[config.mk]
export PLATFORM = sky130hd
export DESIGN_NAME = ssp_ctrl
export DESIGN_NICKNAME = d
export VERILOG_FILES = /design/src/sv/ssp_pkg.sv /design/src/sv/ssp_ctrl.sv
export VERILOG_INCLUDE_DIRS = /design/src /design/src/sv
export SDC_FILE = /design/constraint.sdc
export NUM_CORES = 1
export LEC_CHECK = 0
export BUFFER_PORTS_ARGS = -buffer_cell sky130_fd_sc_hd__buf_2
export CORE_AREA = 2 2 115 117
export DETAILED_ROUTE_END_ITERATION = 16
export DIE_AREA = 0 0 117 119
export SYNTH_ARGS = -nofsm -noshare
export SYNTH_HDL_FRONTEND = slang
export SYNTH_SLANG_ARGS = --single-unit
[constraint.sdc]
create_clock -name i_clk -period 7 [get_ports i_clk]
set_input_delay 1.4 -clock i_clk [delete_from_list [all_inputs] [get_ports i_clk]]
set_output_delay 1.4 -clock i_clk [all_outputs]
set_load 0.005 [all_outputs]
[src/sv/assert_macros.svh]
// Assertion macros shared by the RTL of the score propagation unit.
// Define ASSERT_OFF to compile every check away.
`ifndef ASSERT_MACROS_SVH
`define ASSERT_MACROS_SVH
`ifndef ASSERT_OFF
// property that must hold at every clock edge outside reset
`define ASSERT_AT(lbl, clk, rst_n, prop) \
    lbl: assert property (@(posedge clk) disable iff (!rst_n) prop) \
        else $error("assertion failed");
// condition that must never be true outside reset
`define ASSERT_NEVER(lbl, clk, rst_n, cond) \
    lbl: assert property (@(posedge clk) disable iff (!rst_n) !(cond)) \
        else $error("forbidden condition seen");
`else
`define ASSERT_AT(lbl, clk, rst_n, prop)
`define ASSERT_NEVER(lbl, clk, rst_n, cond)
`endif
`endif

[src/sv/ssp_pkg.sv]
// Shared types and constants of the signed score propagation unit.
// Used by the controller, the datapath and the top level.
`default_nettype none
package ssp_pkg;

    localparam int IDX_W    = 10;
    localparam int MAX_NODES = 2 ** IDX_W;
    localparam int CNT_W    = IDX_W + 1;
    localparam int SEED_W   = 10;
    localparam int ITER_W   = 8;
    localparam int BETA_W   = 17;
    localparam int W_BITS   = 16;
    localparam int S_BITS   = 32;
    localparam int WFRAC    = W_BITS - 2;
    localparam int SFRAC    = 16;
    localparam int MUL_A_W  = BETA_W + 1;
    localparam int MUL_W    = MUL_A_W + S_BITS;
    localparam int ACC_W    = 64;
    localparam int SUM_W    = 48;
    localparam int DIV_W    = S_BITS + SFRAC;
    localparam int CFG_W    = 17;
    localparam int CFG_IDX_W = 2;

    localparam logic [CNT_W-1:0]  NODE_COUNT_RST = CNT_W'(863);
    localparam logic [SEED_W-1:0] SEED_COUNT_RST = SEED_W'(60);
    localparam logic [ITER_W-1:0] ITER_RST       = ITER_W'(50);
    localparam logic [BETA_W-1:0] BETA_ONE       = BETA_W'(65536);

    localparam logic [CFG_IDX_W-1:0] CFG_NODE_COUNT = 2'd0;
    localparam logic [CFG_IDX_W-1:0] CFG_SEED_COUNT = 2'd1;
    localparam logic [CFG_IDX_W-1:0] CFG_ITER_COUNT = 2'd2;
    localparam logic [CFG_IDX_W-1:0] CFG_MIX_BETA   = 2'd3;

    typedef enum logic [1:0] {
        OP_WR_WEIGHT = 2'd0,
        OP_WR_SCORE  = 2'd1,
        OP_RUN       = 2'd2,
        OP_RD_SCORE  = 2'd3
    } t_op;

    typedef enum logic [4:0] {
        ST_IDLE, ST_RESP, ST_RUN, ST_ROW, ST_RD, ST_MUL, ST_ACC, ST_WROW,
        ST_PASS, ST_MIX_RD, ST_MIX_A, ST_MIX_B, ST_MIX_W,
        ST_SCL_RD, ST_SCL_DIV, ST_SCL_WAIT, ST_PASS_END
    } t_state;

    typedef enum logic [1:0] {
        MUL_MAC, MUL_SEED, MUL_SCORE
    } t_mul_sel;

    typedef enum logic [1:0] {
        SRC_J, SRC_I, SRC_IN
    } t_ssrc;

    typedef struct packed {
        logic             ld_weight;
        logic             ld_score;
        logic             w_rd;
        logic             s_rd;
        t_ssrc            s_src;
        logic             p_rd;
        logic             mul_en;
        t_mul_sel         mul_sel;
        logic             hold_en;
        logic             acc_clr;
        logic             acc_add;
        logic             seed_we;
        logic             prod_we;
        logic             mix_we;
        logic             sum_clr;
        logic             div_start;
        logic             scale_we;
        logic             out_load;
        t_op              out_op;
        logic [IDX_W-1:0] i;
        logic [IDX_W-1:0] j;
    } t_cmd;

    typedef struct packed {
        logic div_done;
    } t_stat;

endpackage
`default_nettype wire

[src/sv/ssp_ctrl.sv]
// Controller: configuration registers, loop counters and the run sequencer.
// Depends on ssp_pkg; drives the datapath through t_cmd.
`default_nettype none
`include "assert_macros.svh"
module ssp_ctrl
    import ssp_pkg::*;
(
    input  wire logic                 i_clk,
    input  wire logic                 i_rst_n,
    input  wire logic                 i_cfg_we,
    input  wire logic [CFG_IDX_W-1:0] i_cfg_index,
    input  wire logic [CFG_W-1:0]     i_cfg_data,
    input  wire logic                 i_s_tvalid,
    input  wire logic [1:0]           i_s_op,
    input  wire logic                 i_m_tready,
    input  wire t_stat                i_stat,
    output logic                      o_s_tready,
    output logic                      o_m_tvalid,
    output t_cmd                      o_cmd
);

    t_state r_state, n_state;

    logic [CNT_W-1:0]  r_node_count;
    logic [SEED_W-1:0] r_seed_count;
    logic [ITER_W-1:0] r_iter_count;
    logic [IDX_W-1:0]  r_i;
    logic [IDX_W-1:0]  r_j;
    logic [ITER_W-1:0] r_pass;
    logic              r_prod;
    t_op               r_op;
    logic              r_out_valid;

    logic [CNT_W-1:0] n_eff;
    logic [CNT_W-1:0] s_eff;
    logic             accept;
    logic             last_i;
    logic             last_j;
    logic             no_free;

    always_ff @(posedge i_clk) begin
        if (!i_rst_n) begin
            r_node_count <= NODE_COUNT_RST;
            r_seed_count <= SEED_COUNT_RST;
            r_iter_count <= ITER_RST;
        end else if (i_cfg_we) begin
            unique case (i_cfg_index)
                CFG_NODE_COUNT: r_node_count <= i_cfg_data[CNT_W-1:0];
                CFG_SEED_COUNT: r_seed_count <= i_cfg_data[SEED_W-1:0];
                CFG_ITER_COUNT: r_iter_count <= i_cfg_data[ITER_W-1:0];
                default: ;
            endcase
        end
    end

    assign n_eff   = (r_node_count > CNT_W'(MAX_NODES)) ? CNT_W'(MAX_NODES) : r_node_count;
    assign s_eff   = (CNT_W'(r_seed_count) > n_eff) ? n_eff : CNT_W'(r_seed_count);
    assign no_free = (s_eff >= n_eff);
    assign accept  = i_s_tvalid && (r_state == ST_IDLE);
    assign last_i  = ({1'b0, r_i} == n_eff - 1'b1);
    assign last_j  = r_prod ? ({1'b0, r_j} == n_eff - 1'b1) : ({1'b0, r_j} == s_eff - 1'b1);

    always_comb begin
        n_state = r_state;
        unique case (r_state)
            ST_IDLE:     if (accept) n_state = (t_op'(i_s_op) == OP_RUN) ? ST_RUN : ST_RESP;
            ST_RUN:      n_state = no_free ? ST_PASS : ST_ROW;
            ST_ROW:      n_state = (!r_prod && s_eff == '0) ? ST_WROW : ST_RD;
            ST_RD:       n_state = ST_MUL;
            ST_MUL:      n_state = ST_ACC;
            ST_ACC:      n_state = last_j ? ST_WROW : ST_RD;
            ST_WROW: begin
                if (!last_i) n_state = ST_ROW;
                else n_state = r_prod ? ST_MIX_RD : ST_PASS;
            end
            ST_PASS: begin
                if (r_pass == r_iter_count) n_state = ST_RESP;
                else n_state = no_free ? ST_PASS_END : ST_ROW;
            end
            ST_MIX_RD:   n_state = ST_MIX_A;
            ST_MIX_A:    n_state = ST_MIX_B;
            ST_MIX_B:    n_state = ST_MIX_W;
            ST_MIX_W:    n_state = last_i ? ST_SCL_RD : ST_MIX_RD;
            ST_SCL_RD:   n_state = ST_SCL_DIV;
            ST_SCL_DIV:  n_state = ST_SCL_WAIT;
            ST_SCL_WAIT: if (i_stat.div_done) n_state = last_i ? ST_PASS_END : ST_SCL_RD;
            ST_PASS_END: n_state = ST_PASS;
            ST_RESP:     if (!r_out_valid || i_m_tready) n_state = ST_IDLE;
            default:     n_state = ST_IDLE;
        endcase
    end

    always_comb begin
        o_cmd        = '0;
        o_cmd.i      = r_i;
        o_cmd.j      = r_j;
        o_cmd.out_op = r_op;
        o_s_tready   = (r_state == ST_IDLE);
        unique case (r_state)
            ST_IDLE: begin
                if (accept) begin
                    unique case (t_op'(i_s_op))
                        OP_WR_WEIGHT: o_cmd.ld_weight = 1'b1;
                        OP_WR_SCORE:  o_cmd.ld_score  = 1'b1;
                        OP_RD_SCORE: begin
                            o_cmd.s_rd  = 1'b1;
                            o_cmd.s_src = SRC_IN;
                        end
                        default: ;
                    endcase
                end
            end
            ST_ROW:  o_cmd.acc_clr = 1'b1;
            ST_RD: begin
                o_cmd.w_rd  = 1'b1;
                o_cmd.s_rd  = 1'b1;
                o_cmd.s_src = SRC_J;
            end
            ST_MUL: begin
                o_cmd.mul_en  = 1'b1;
                o_cmd.mul_sel = MUL_MAC;
            end
            ST_ACC:  o_cmd.acc_add = 1'b1;
            ST_WROW: begin
                o_cmd.prod_we = r_prod;
                o_cmd.seed_we = !r_prod;
            end
            ST_PASS: o_cmd.sum_clr = (r_pass != r_iter_count);
            ST_MIX_RD: begin
                o_cmd.p_rd  = 1'b1;
                o_cmd.s_rd  = 1'b1;
                o_cmd.s_src = SRC_I;
            end
            ST_MIX_A: begin
                o_cmd.mul_en  = 1'b1;
                o_cmd.mul_sel = MUL_SEED;
            end
            ST_MIX_B: begin
                o_cmd.hold_en = 1'b1;
                o_cmd.mul_en  = 1'b1;
                o_cmd.mul_sel = MUL_SCORE;
            end
            ST_MIX_W: o_cmd.mix_we = 1'b1;
            ST_SCL_RD: begin
                o_cmd.s_rd  = 1'b1;
                o_cmd.s_src = SRC_I;
            end
            ST_SCL_DIV:  o_cmd.div_start = 1'b1;
            ST_SCL_WAIT: o_cmd.scale_we  = i_stat.div_done;
            ST_RESP:     o_cmd.out_load  = !r_out_valid || i_m_tready;
            default: ;
        endcase
    end

    always_ff @(posedge i_clk) begin
        if (!i_rst_n) begin
            r_state     <= ST_IDLE;
            r_out_valid <= 1'b0;
            r_op        <= OP_WR_WEIGHT;
            r_i         <= '0;
            r_j         <= '0;
            r_pass      <= '0;
            r_prod      <= 1'b0;
        end else begin
            r_state <= n_state;
            if (o_cmd.out_load) r_out_valid <= 1'b1;
            else if (i_m_tready) r_out_valid <= 1'b0;
            unique case (r_state)
                ST_IDLE: if (accept) r_op <= t_op'(i_s_op);
                ST_RUN: begin
                    r_i    <= s_eff[IDX_W-1:0];
                    r_pass <= '0;
                    r_prod <= 1'b0;
                end
                ST_ROW: r_j <= r_prod ? s_eff[IDX_W-1:0] : '0;
                ST_ACC: if (!last_j) r_j <= r_j + 1'b1;
                ST_WROW: r_i <= last_i ? s_eff[IDX_W-1:0] : r_i + 1'b1;
                ST_PASS: begin
                    r_i    <= s_eff[IDX_W-1:0];
                    r_prod <= 1'b1;
                end
                ST_MIX_W: r_i <= last_i ? s_eff[IDX_W-1:0] : r_i + 1'b1;
                ST_SCL_WAIT: begin
                    if (i_stat.div_done) r_i <= last_i ? s_eff[IDX_W-1:0] : r_i + 1'b1;
                end
                ST_PASS_END: r_pass <= r_pass + 1'b1;
                default: ;
            endcase
        end
    end

    assign o_m_tvalid = r_out_valid;

    `ASSERT_AT(a_accept_leaves_idle, i_clk, i_rst_n, accept |=> (r_state != ST_IDLE))
    `ASSERT_AT(a_load_from_resp, i_clk, i_rst_n, $rose(r_out_valid) |-> $past(r_state) == ST_RESP)
    `ASSERT_NEVER(a_row_in_range, i_clk, i_rst_n, (r_state == ST_ACC) && ({1'b0, r_i} >= n_eff))

endmodule
`default_nettype wire

* After elaboration in Yosys (flattened, before gate mapping)
Cells that the tools add are included.
** Word-level totals
- Input bits :: 27
- Register bits after elaboration :: 66
- Output and inout port bits :: 44
** Cells by class
- Order comparisons :: 3
- Reductions and logical operators :: 24
- Multiplexer cells :: 46
- $add $sub $neg :: 5
- Equality and inequality tests :: 30
** Operators with widths (count)
- one-hot mux 5 bit (17 select lines) :: 1
- equality test 5 x 4 -> 1 bit, second input constant :: 8
- 2-to-1 mux 10 bit :: 4
- equality test 10 x 11 -> 1 bit :: 3
- 2-to-1 mux 5 bit :: 6
- one-hot mux 10 bit (3 select lines) :: 1
- 2-to-1 mux 11 bit :: 2
- subtractor 11 x 1 -> 11 bit, second input constant :: 2
- adder 10 x 1 -> 10 bit, second input constant :: 2
- equality test 5 x 3 -> 1 bit, second input constant :: 4
- one-hot mux 10 bit (2 select lines) :: 1
- one-hot mux 3 bit (3 select lines) :: 2
- 2-to-1 mux 1 bit :: 16
- one-hot mux 8 bit (2 select lines) :: 1
- 2-to-1 mux 2 bit :: 6
- AND reduction 2 bit :: 6
- >= comparator 11 bit :: 1
- > comparator 10 x 11 -> 1 bit :: 1
- > comparator 11 bit, second input constant :: 1
- logical NOT 11 bit :: 1
- equality test 5 x 2 -> 1 bit, second input constant :: 2
- 2-to-1 mux 3 bit :: 3
- adder 8 x 1 -> 8 bit, second input constant :: 1
- equality test 8 bit :: 1
- other kinds (18) :: 32

* Logic depth before layout (Yosys ltp)
Gate-level depths: netlist (run 1).
- Depth in word-level cells :: 9
- Depth in mapped cells :: 26
- Gate-level depth less buffers :: 21

* Worst setup path before layout (run 1)
Ideal clock, no wire load.
- Path type :: register to register
- Start point :: reg r_node_count[10]
- End point :: reg r_j[1]
- Data required time :: 6.928 ns
- Path slack :: 2.004 ns
- Clock period less this slack :: 4.996 ns
- Setup time :: 0.072 ns
- Arrival :: 4.924 ns
- Stages on the path, launching flop included :: 25
- Path through :: dfxtp_1 buf_2 clkbuf_1 buf_2 nand2b_1 ha_1 nand3_1 or2_0 buf_2 o21ai_1 clkbuf_1 and2_1 clkbuf_1 o21ai_0 inv_1 ha_1 nand2b_1 o41a_1 o211a_1 nor2_1 xor2_1 a2111o_1 o21a_2 o21ai_4 mux2i_1
** On the way
- Longest elaborated chain between the ends :: 9
- Elaborated cells on any way between the ends :: 13
- Those cells by class :: add/sub: 2; order compare: 2; eq/ne: 3; mux: 5; reduce/logical: 1
** RTL lines
- start, declared :: RTL line ssp_ctrl.sv:24 : logic [CNT_W-1:0] r_node_count;
- start signal, assigned :: RTL line ssp_ctrl.sv:48 : CFG_NODE_COUNT: r_node_count <= i_cfg_data[CNT_W-1:0];
- > comparator 11 bit :: RTL line ssp_ctrl.sv:56 : assign n_eff = (r_node_count > CNT_W'(MAX_NODES)) ? CNT_W'(MAX_NODES) : r_node_count;
- 2-to-1 mux 11 bit * :: RTL line ssp_ctrl.sv:56
- > comparator 10 x 11 -> 1 bit :: RTL line ssp_ctrl.sv:57 : assign s_eff = (CNT_W'(r_seed_count) > n_eff) ? n_eff : CNT_W'(r_seed_count);
- 2-to-1 mux 11 bit :: RTL line ssp_ctrl.sv:57
- subtractor 11 x 1 -> 11 bit :: RTL line ssp_ctrl.sv:61 : assign last_j = r_prod ? ({1'b0, r_j} == n_eff - 1'b1) : ({1'b0, r_j} == s_eff - 1'b1);
- equality test 10 x 11 -> 1 bit :: RTL line ssp_ctrl.sv:61
- 2-to-1 mux 1 bit :: RTL line ssp_ctrl.sv:61
- != test 2 bit (no source line)
- AND reduction 2 bit (no source line)
- end signal, assigned :: RTL line ssp_ctrl.sv:175 : ST_ROW: r_j <= r_prod ? s_eff[IDX_W-1:0] : '0;
- end signal, assigned :: RTL line ssp_ctrl.sv:176 : ST_ACC: if (!last_j) r_j <= r_j + 1'b1;
- end, declared :: RTL line ssp_ctrl.sv:28 : logic [IDX_W-1:0] r_j;
Mark *: on every way between the ends. The rest lies on a longest branch, timed or not.
A chain may end at the register's enable or synchronous reset.

* Worst setup path in the final report (run 1)
- Start point :: reg r_node_count[10]
- End point :: reg r_state[1]
** On the way
- Longest elaborated chain between the ends :: 9
- Elaborated cells on any way between the ends :: 20
- Those cells by class :: add/sub: 2; order compare: 3; eq/ne: 3; mux: 10; reduce/logical: 2
** RTL lines
- > comparator 11 bit :: RTL line ssp_ctrl.sv:56
- 2-to-1 mux 11 bit * :: RTL line ssp_ctrl.sv:56
- > comparator 10 x 11 -> 1 bit :: RTL line ssp_ctrl.sv:57
- 2-to-1 mux 11 bit :: RTL line ssp_ctrl.sv:57
- subtractor 11 x 1 -> 11 bit :: RTL line ssp_ctrl.sv:61
- equality test 10 x 11 -> 1 bit :: RTL line ssp_ctrl.sv:61
- 2-to-1 mux 1 bit :: RTL line ssp_ctrl.sv:61
- 2-to-1 mux 2 bit :: RTL line ssp_ctrl.sv:71 : ST_ACC: n_state = last_j ? ST_WROW : ST_RD;
- one-hot mux 5 bit (17 select lines) * :: RTL line ssp_ctrl.sv:65 : unique case (r_state)
- end signal, assigned :: RTL line ssp_ctrl.sv:165 : r_state <= n_state;
- end, declared :: RTL line ssp_ctrl.sv:22 : t_state r_state, n_state;
Marked as above.

==> results of run 1 <==
## sequential cells by signal, summed over array words and instances (netlist names), 2 cells and up
signal        cells
r_node_count     11
r_iter_count      8
r_seed_count     10
r_j              10
r_op              2
r_state           5
r_i              10
r_pass            8
## area by class of cell
type | count | area, um2 | share of cell area
sequential | 66 | 1320 | 0.212
timing repair buffer | 68 | 350 | 0.0562
tap | 176 | 220 | 0.0353
inverter | 25 | 93.8 | 0.0150
clock inverter | 6 | 91.3 | 0.0146
clock buffer | 10 | 229 | 0.0367
multi-input combinational | 634 | 3930 | 0.630
## cell usage after synthesis, types with 4 or more instances
| cell type | n | area, um2 |
|---|---|---|
| a211oi_1 | 7 | 52.6 |
| a21o_1 | 7 | 52.6 |
| a21oi_1 | 51 | 255 |
| a22oi_1 | 10 | 75.1 |
| a31oi_1 | 9 | 56.3 |
| a41oi_1 | 5 | 43.8 |
| and2_1 | 6 | 37.5 |
| and3_1 | 18 | 113 |
| buf_2 | 4 | 20.0 |
| clkbuf_1 | 43 | 161 |
| dfxtp_1 | 66 | 1320 |
| ha_1 | 25 | 313 |
| inv_1 | 23 | 86.3 |
| mux2i_1 | 20 | 200 |
| nand2_1 | 104 | 390 |
| nand2b_1 | 21 | 131 |
| nand3_1 | 33 | 165 |
| nand3b_1 | 4 | 30.0 |
| nand4_1 | 8 | 50.1 |
| nor2_1 | 75 | 282 |
| nor2b_1 | 8 | 50.1 |
| nor3_1 | 30 | 150 |
| nor4_1 | 12 | 75.1 |
| o211a_1 | 7 | 70.1 |
| o211ai_1 | 11 | 82.6 |
| o21a_1 | 8 | 60.1 |
| o21ai_0 | 42 | 210 |
| o21ai_1 | 4 | 20.0 |
| o22ai_1 | 6 | 37.5 |
| o32ai_1 | 4 | 35.0 |
| or3_1 | 9 | 56.3 |
| xnor2_1 | 25 | 219 |
| xor2_1 | 14 | 123 |
## path summary, 6_finish.rpt
path	endpoint	slack, ns	start
worst max register to register	r_state[1]	0.63	r_node_count[10]
worst min-delay path	r_op[1]	0.50	r_op[1]
worst min register to register	r_op[1]	0.50	r_op[1]
worst max-delay path	r_state[1]	0.63	r_node_count[10]
## power by group through the flow
stage          clock network, uW  logic, uW  registers, uW
3_5_place_dp                   0        179            422
3_3_place_gp                   0        174            422
2_1_floorplan                  0        134            408
6_report                     488        181            415
4_1_cts                      501        180            414
5_1_grt                      512        202            417
## per-stage QoR
stage	cell area [um2]	hold WS (ns)	utilization
after floorplan	5560	0.463	-
after detailed placement	5920	0.491	0.459
after CTS	6240	0.508	0.484
final	6240	0.502	0.484
after global routing	6240	0.548	0.484
after global placement	5920	0.485	0.459
## critical path, delay by kind of cell, from the launching register on
family	cells	cell delay [ns]
flops	1	1.02
compound gates	7	1.88
simple gates	8	1.84
fa+ha+maj	2	0.77
xor+xnor	1	0.09
buf+inv	3	0.66
## layer usage
layer  wire length (um)  vias up  part of all wire  global-route usage
li1                   -     2862                 -                   -
met1               7590     2807              0.43               0.335
met2               8400      223              0.47               0.424
met3               1260       35             0.071              0.0580
met4                476        0             0.027              0.0897
met5                  0        -                 0                   0
## cells by family after synthesis
logic type      count (synthesis)  share of synthesized area
compound gates                200                      0.240
xor+xnor                       39                     0.0614
fa+ha+maj                      25                     0.0562
buf+inv                        78                     0.0562
flops                          66                      0.237
mux                            22                     0.0400
simple gates                  348                      0.309
## placed cells by master (no fill, tap or decap), types with 4 or more instances in the layout
cell,count
dfxtp_1,66
o32ai_1,4
o211a_1,7
o21a_1,8
o21ai_1,4
nand3b_1,4
clkbuf_16,9
a41oi_1,5
mux2i_1,20
or3_1,9
nor3_1,30
inv_1,23
buf_2,64
xor2_1,14
o211ai_1,11
nand4_1,8
nor4_1,12
buf_4,4
nand2_1,104
nand2b_1,21
nand3_1,33
o21ai_0,42
nor2b_1,8
and3_1,18
nor2_1,75
ha_1,25
a21oi_1,51
xnor2_1,25
a211oi_1,7
a21o_1,7
a31oi_1,9
a22oi_1,10
and2_1,6
o22ai_1,6
==> flow_metrics.py, run 1 <==
metrics = {
    "outcome": {
        "status": "complete, no violations",
    },
    "clocking": {
        "cts_inserted_buffers": 9,
        "cts_setup_buffers": 0,
        "clockBufferDepth": 2,
        "ctsResizeCount": 0,
        "cts-htree-levels": 3,
        "clk_pin_slew_ns": 0.06,
        "insertion_delay_ns": 0.35,
        "cts_sinks": 66,
        "cts_tree": "built",
        "cts_hold_buf": 0,
        "root_buffer": "clkbuf_16",
    },
    "timing": {
        "drv_slew": 0,
        "min_period_ns": 6.37,
        "fmax_mhz": 157,
        "slew_headroom": 0.287,
        "fin_crit_sh": 0.911,
        "setup_viol": 0,
        "rsz0062_at_grt": "false",
        "setup_ws_ns": 0.625,
        "finalClockSkew_ns": 0.00757,
        "finalSetupTns_ns": 0,
        "tightest_slew_ns": 1.07,
        "finalHoldViolations": 0,
    },
    "setup_path": {
        "cp.required_ns": 7.27,
        "crit_chain": "nor2b_1, inv_1, ha_1, nand3_1, or2_0, o211ai_2, buf_4, and2_1, nand2_1, o21ai_0, inv_1, ha_1, nand2b_1, o41a_1, o211a_1, nor2_1, xor2_1, a2111o_1, o21ai_0, nand2_1, a31oi_1",
        "critPathSlowestCell": "dfxtp_1",
        "max_stage_delay_ns": 1.02,
        "critPathMaxFanout": 35,
        "end_kind": "flop",
        "start_kind": "flop",
        "critPathArrivalTime_ns": 6.64,
        "worstRegToRegCells": 21,
        "crit_type": "flop to flop",
    },
    "power": {
        "switchingPower_uw": 311,
        "internal-power_uw": 773,
        "combPwrFrac": 0.167,
        "leakage_uw": 0.00266,
        "max-vdd-ir-drop_v": 0.000133,
        "pwr-share-clk": 0.450,
        "power_density_mw_per_mm2": 174,
        "seqPwrFrac": 0.383,
        "power.share.switching": 0.287,
        "p_total_uw": 1080,
    },
    "worst_hold_path": {
        "holdPathStages": 2,
        "worstHoldPathType": "flop to flop",
    },
    "job": {
        "drv_cap": 0,
    },
    "grt": {
        "grt_pass1_wl_um": 28500,
        "grt_max_degree": 39,
        "antenna_found_initial": 0,
        "grtUsageTotal": 0.260,
        "grt_pass1_vias": 5597,
        "grt-ovfl-total": 0,
    },
    "floorplanning": {
        "io_pins": 71,
        "coreArea_mm2": 0.0129,
        "initial_core_util": 0.432,
        "die_h_um": 119,
        "dieArea_mm2": 0.0139,
        "placement_rows": 42,
        "die_w_um": 117,
    },
    "placement": {
        "gp_congestion": 0.962,
        "dp.cells": 969,
        "dp_hpwl_um": 13200,
        "portBuffers": 64,
        "place_ws_ns": 0.788,
    },
    "detailed_routing": {
        "num_vias": 5927,
        "final_antenna_net_count": 0,
        "wl_per_cell_um": 18.0,
        "drtIter0Drc": 503,
        "drc": 0,
        "post_drt_via_cell_ratio": 6.02,
        "dr.pass1.iters": 5,
        "finalWirelength_um": 17700,
    },
    "layout": {
        "drive_gt1_frac": 0.122,
        "fillCellCount": 1344,
        "fin_cells": 985,
        "area_growth_pct": 12.1,
        "final_nets": 856,
        "n_antenna_cell": 0,
    },
    "synth": {
        "async_flop_share": 0,
        "synth_ff_type": "dfxtp_1",
        "syn-num-nets": 830,
        "ys_seq_elements": 66,
        "syn_area_per_cell_um2": 7.15,
        "seq_area_frac_synth": 0.237,
        "synthCells": 778,
        "yosys_warnings": 0,
        "synth_edf_count": 0,
        "syn_area_mm2": 0.00556,
        "yosysUniqueCellTypes": 75,
    },
}
Power figures use the tool's default switching activity.
==> run 2, diff against run 1 <==
--- a/config.mk
+++ b/config.mk
@@ -6,8 +6,9 @@
 export SDC_FILE = /design/constraint.sdc
 export NUM_CORES = 1
 export LEC_CHECK = 0
+export ABC_AREA = 1
 export BUFFER_PORTS_ARGS = -buffer_cell sky130_fd_sc_hd__buf_2
-export CORE_AREA = 2 2 115 117
+export CORE_AREA = 3 3 114 116
 export DETAILED_ROUTE_END_ITERATION = 16
 export DIE_AREA = 0 0 117 119
 export SYNTH_ARGS = -nofsm -noshare
==> flow_metrics.py, run 2 <==
metrics = {
    "outcome": {
        "status": "complete, no violations",
    },
    "timing": {
        "setup_ws_ns": 1.86,
        "setup_viol": 0,
        "finalSetupTns_ns": 0,
        "tightest_slew_ns": 1.15,
        "min_period_ns": 5.14,
        "fmax_mhz": 195,
        "fin_crit_sh": 0.734,
        "rsz0062_at_grt": "false",
        "finalClockSkew_ns": 0.00871,
        "drv_slew": 0,
        "finalHoldViolations": 0,
        "slew_headroom": 0.225,
    },
    "detailed_routing": {
        "dr.pass1.iters": 7,
        "drc": 0,
        "finalWirelength_um": 16300,
        "num_vias": 5799,
        "drtIter0Drc": 496,
        "wl_per_cell_um": 14.7,
        "post_drt_via_cell_ratio": 5.25,
        "final_antenna_net_count": 0,
    },
    "layout": {
        "drive_gt1_frac": 0.120,
        "final_common_cell": "nand2_1",
        "post-route-util": 0.508,
        "multi_input_area_mm2": 0.00352,
        "largest_reg_flops": 11,
        "area_growth_pct": 13.2,
        "n_antenna_cell": 0,
        "layout.area.seq_mm2": 0.00132,
        "final_nets": 1005,
        "fillCellCount": 1343,
        "stdcell_area_mm2": 0.00610,
        "final_cell_mix": "251 x nand2_1, 113 x inv_1, 102 x nor2_1, 90 x nand3_1, 66 x dfxtp_1",
        "top_register": "r_node_count",
    },
    "grt": {
        "grt_pass1_vias": 5576,
        "grtUsageTotal": 0.245,
        "grt_pass1_wl_um": 27000,
        "antenna_found_initial": 0,
        "grt_max_degree": 38,
        "grt-ovfl-total": 0,
    },
    "synth": {
        "async_flop_share": 0,
        "synthCells": 899,
        "yosysMostFrequentCell": "nand2_1",
        "seq_area_frac_synth": 0.245,
        "ys_top_cells_by_count": "251 x nand2_1, 113 x inv_1, 102 x nor2_1",
        "netlist.area_leader.share": 0.245,
        "syn_area_per_cell_um2": 6.00,
        "ys_seq_elements": 66,
        "yosys_warnings": 0,
        "syn_area_mm2": 0.00539,
        "synth_edf_count": 0,
        "syn-num-nets": 951,
        "yosysUniqueCellTypes": 44,
        "synth_area_leaders": "dfxtp_1 25%, nand2_1 17%, nand3_1 8.4%, inv_1 7.9%, nor2_1 7.1%",
        "synth_ff_type": "dfxtp_1",
        "synth_largest_area_cell": "dfxtp_1",
    },
    "placement": {
        "dp_hpwl_um": 12900,
        "place_ws_ns": 1.93,
        "placed_cell_area_mm2": 0.00580,
        "gp_congestion": 0.965,
        "portBuffers": 64,
    },
    "floorplanning": {
        "placement_rows": 40,
        "die_h_um": 119,
        "io_pins": 71,
        "coreArea_mm2": 0.0120,
        "die_w_um": 117,
        "dieArea_mm2": 0.0139,
        "initial_core_util": 0.449,
    },
    "clocking": {
        "cts_tree": "built",
        "cts_inserted_buffers": 9,
        "cts_setup_buffers": 0,
        "cts-htree-levels": 3,
        "ctsResizeCount": 0,
        "cts_sinks": 66,
        "clk_pin_slew_ns": 0.06,
        "insertion_delay_ns": 0.35,
        "clockBufferDepth": 2,
        "cts_hold_buf": 0,
        "root_buffer": "clkbuf_16",
    },
    "worst_hold_path": {
        "worstHoldPathType": "flop to flop",
        "holdPathStages": 2,
    },
    "setup_path": {
        "critPathMaxFanout": 17,
        "cp.required_ns": 7.19,
        "crit_type": "flop to flop",
        "start_kind": "flop",
        "worstRegToRegCells": 24,
        "critPathArrivalTime_ns": 5.32,
        "end_kind": "flop",
    },
    "power": {
        "max-vdd-ir-drop_v": 0.000113,
        "power_density_mw_per_mm2": 179,
        "leakage_uw": 0.00288,
        "p_total_uw": 1090,
    },
    "job": {
        "drv_cap": 0,
    },
}
run 2: path summary, 6_finish.rpt:
check                                      from         end  slack [ns]
worst min-delay path                    r_op[1]     r_op[1]        0.47
worst max register to register  r_node_count[0]  r_state[1]        1.86
worst min register to register          r_op[1]     r_op[1]        0.47
worst max-delay path            r_node_count[0]  r_state[1]        1.86
run 2: report_power, final:
part | internal [uW] | switching (uW) | leakage (uW) | total [uW]
registers | 391 | 13.1 | 0.000537 | 404
logic | 74.9 | 153 | 0.00219 | 227
clock network | 293 | 169 | 0.000148 | 461
total | 758 | 334 | 0.00288 | 1090
run 2: area by class of cell:
cell class                 count  area share
multi-input combinational    692       0.576
sequential                    66       0.216
inverter                     118      0.0726
timing repair buffer          66      0.0549
clock buffer                  11      0.0414
tap                          147      0.0301
clock inverter                 4     0.00841
run 2: logic make-up after synthesis:
kind of cell,share of synthesized area
simple gates,0.413
buf+inv,0.103
compound gates,0.141
flops,0.245
xor+xnor,0.0406
fa+ha+maj,0.0580
run 2: metrics by stage:
step	hold slack, ns	cells
final	0.473	1104
after floorplan	0.448	899
after CTS	0.474	1104
after detailed placement	0.461	1089
after global placement	0.457	1089
after global routing	0.488	1104
run 2: per-layer routing:
metal	GRT usage	up-vias	wire length, um
li1	-	3039	-
met1	0.328	2604	7680
met2	0.389	131	7430
met3	0.0539	25	813
met4	0.0781	0	340
met5	0	-	0
run 2: worst max-delay path: stages (launching register included):
cell,delay [ns]
dfxtp_1,0.33
nor2_1,0.14
nand3_1,0.14
o21ai_2,0.26
nand2_1,0.25
ha_1,0.37
nand2_1,0.07
nor2_1,0.10
nand4_1,0.45
nand2_4,0.40
nand2_1,0.09
o21ai_1,0.32
inv_1,0.13
ha_1,0.32
nand2_1,0.06
nor2_1,0.12
or3b_2,0.45
nand4_1,0.20
inv_1,0.12
a32oi_1,0.26
nand2_1,0.09
nor2_1,0.11
nand2_1,0.06
nand2_1,0.07
a21oi_1,0.06
==> run 3, diff against run 2 <==
--- a/config.mk
+++ b/config.mk
@@ -11,6 +11,7 @@
 export CORE_AREA = 3 3 114 116
 export DETAILED_ROUTE_END_ITERATION = 16
 export DIE_AREA = 0 0 117 119
+export PLACE_DENSITY = 0.66
 export SYNTH_ARGS = -nofsm -noshare
 export SYNTH_HDL_FRONTEND = slang
 export SYNTH_SLANG_ARGS = --single-unit
==> constraint.sdc (replaced) <==
create_clock -name i_clk -period 4.3 [get_ports i_clk]
set_input_delay 0.86 -clock i_clk [delete_from_list [all_inputs] [get_ports i_clk]]
set_output_delay 0.86 -clock i_clk [all_outputs]
set_load 0.005 [all_outputs]
==> flow_metrics.py, run 3 (synthesis results as in run 2) <==
metrics = {
    "outcome": {
        "status": "complete, no violations",
    },
    "timing": {
        "setup_viol": 0,
        "slew_headroom": 0.321,
        "finalSetupTns_ns": 0,
        "fin_crit_sh": 0.972,
        "finalHoldViolations": 0,
        "fin_hold_ws_ns": 0.461,
        "min_period_ns": 4.18,
        "tightest_slew_ns": 1.02,
        "rsz0062_at_grt": "true",
        "finalClockSkew_ns": 0.00990,
        "drv_slew": 0,
        "fmax_mhz": 239,
    },
    "floorplanning": {
        "initial_core_util": 0.449,
        "placement_rows": 40,
        "io_pins": 71,
        "die_h_um": 119,
        "die_w_um": 117,
        "coreArea_mm2": 0.0120,
        "dieArea_mm2": 0.0139,
    },
    "grt": {
        "grtUsageTotal": 0.243,
        "antenna_found_initial": 0,
        "grt_pass1_vias": 5470,
        "grt-ovfl-total": 0,
        "grt_max_degree": 38,
        "grt_pass1_wl_um": 27000,
    },
    "setup_path": {
        "crit_type": "flop to flop",
        "critPathSlowestCell": "or3b_4",
        "end_kind": "flop",
        "cp.required_ns": 4.49,
        "max_stage_delay_ns": 0.36,
        "critPathMaxFanout": 5,
        "crit_top_cell": "nor2_1",
        "critPathArrivalTime_ns": 4.37,
        "start_kind": "flop",
    },
    "placement": {
        "dp.cells": 1112,
        "portBuffers": 64,
        "dp_hpwl_um": 12900,
        "gp_congestion": 0.904,
    },
    "power": {
        "p_total_uw": 1840,
        "power_density_mw_per_mm2": 273,
        "leakage_uw": 0.00308,
        "max-vdd-ir-drop_v": 0.000210,
    },
    "detailed_routing": {
        "wl_per_cell_um": 15.0,
        "num_vias": 6147,
        "drtIter0Drc": 527,
        "drc": 0,
        "final_antenna_net_count": 0,
        "finalWirelength_um": 17300,
        "dr.pass1.iters": 5,
        "post_drt_via_cell_ratio": 5.35,
    },
    "layout": {
        "final_cell_mix": "236 x nand2_1, 105 x inv_1, 95 x nor2_1, 87 x nand3_1, 64 x buf_2",
        "final_common_cell": "nand2_1",
        "top_register": "r_node_count",
        "n_antenna_cell": 0,
        "drive_gt1_frac": 0.209,
        "post-route-util": 0.560,
        "largest_reg_flops": 11,
        "fin_cells": 1150,
        "final_nets": 1050,
        "area_growth_pct": 24.8,
    },
    "worst_hold_path": {
        "worstHoldPathType": "flop to flop",
    },
    "clocking": {
        "root_buffer": "clkbuf_16",
        "cts_sinks": 66,
        "insertion_delay_ns": 0.35,
        "clk_pin_slew_ns": 0.06,
        "cts_inserted_buffers": 9,
        "clockBufferDepth": 2,
        "cts-htree-levels": 3,
        "cts_tree": "built",
    },
    "job": {
        "drv_cap": 0,
    },
}
run 3: layer usage:
layer / wire [um] / GRT usage
met2: 8200 / 0.393
met5: 0 / 0
met3: 1120 / 0.0478
met4: 279 / 0.0688
met1: 7700 / 0.328
run 3: worst max-delay path: cells and delay by family, from the launching register on:
family | cells | cell delay [ns]
buffers and inverters | 4 | 0.35
AO/OA/AOI/OAI | 2 | 0.10
AND/OR/NAND/NOR | 24 | 2.68
flip-flops | 1 | 0.33
adder cells (fa/ha/maj) | 2 | 0.54
run 3: worst paths after layout:
kind                        start  slack, ns  cells past startpoint          to
setup / recovery  r_node_count[1]       0.12                     32  r_state[0]
hold / removal            r_op[1]       0.46                      2     r_op[1]
setup reg to reg  r_node_count[1]       0.12                     32  r_state[0]
hold reg to reg           r_op[1]       0.46                      2     r_op[1]
run 3: through the flow:
stage                     area (um2)  setup WS, ns
after floorplan                 5390         0.418
after global placement          5970        0.0525
after detailed placement        5970        0.0392
after CTS                       6260       0.00125
after global routing            6730        -0.106
final                           6730         0.122
run 3: power breakdown:
part	switching, uW	total (uW)	internal, uW
logic	287	460	173
clock network	311	722	411
registers	23.3	659	636
run 3: repair_timing:
action	in CTS	in global routing
hold buffers	0	0
gates resized for setup	0	62
setup buffers	0	20
endpoints found under the setup margin	0	14
run 3: final cells by class:
cell class                 count  area [um2]
timing repair buffer         109         678
clock buffer                  10         239
tap                          147         184
fill                        1236        5280
clock inverter                 6        50.0
sequential                    66        1330
inverter                     118         443
multi-input combinational    694        3810
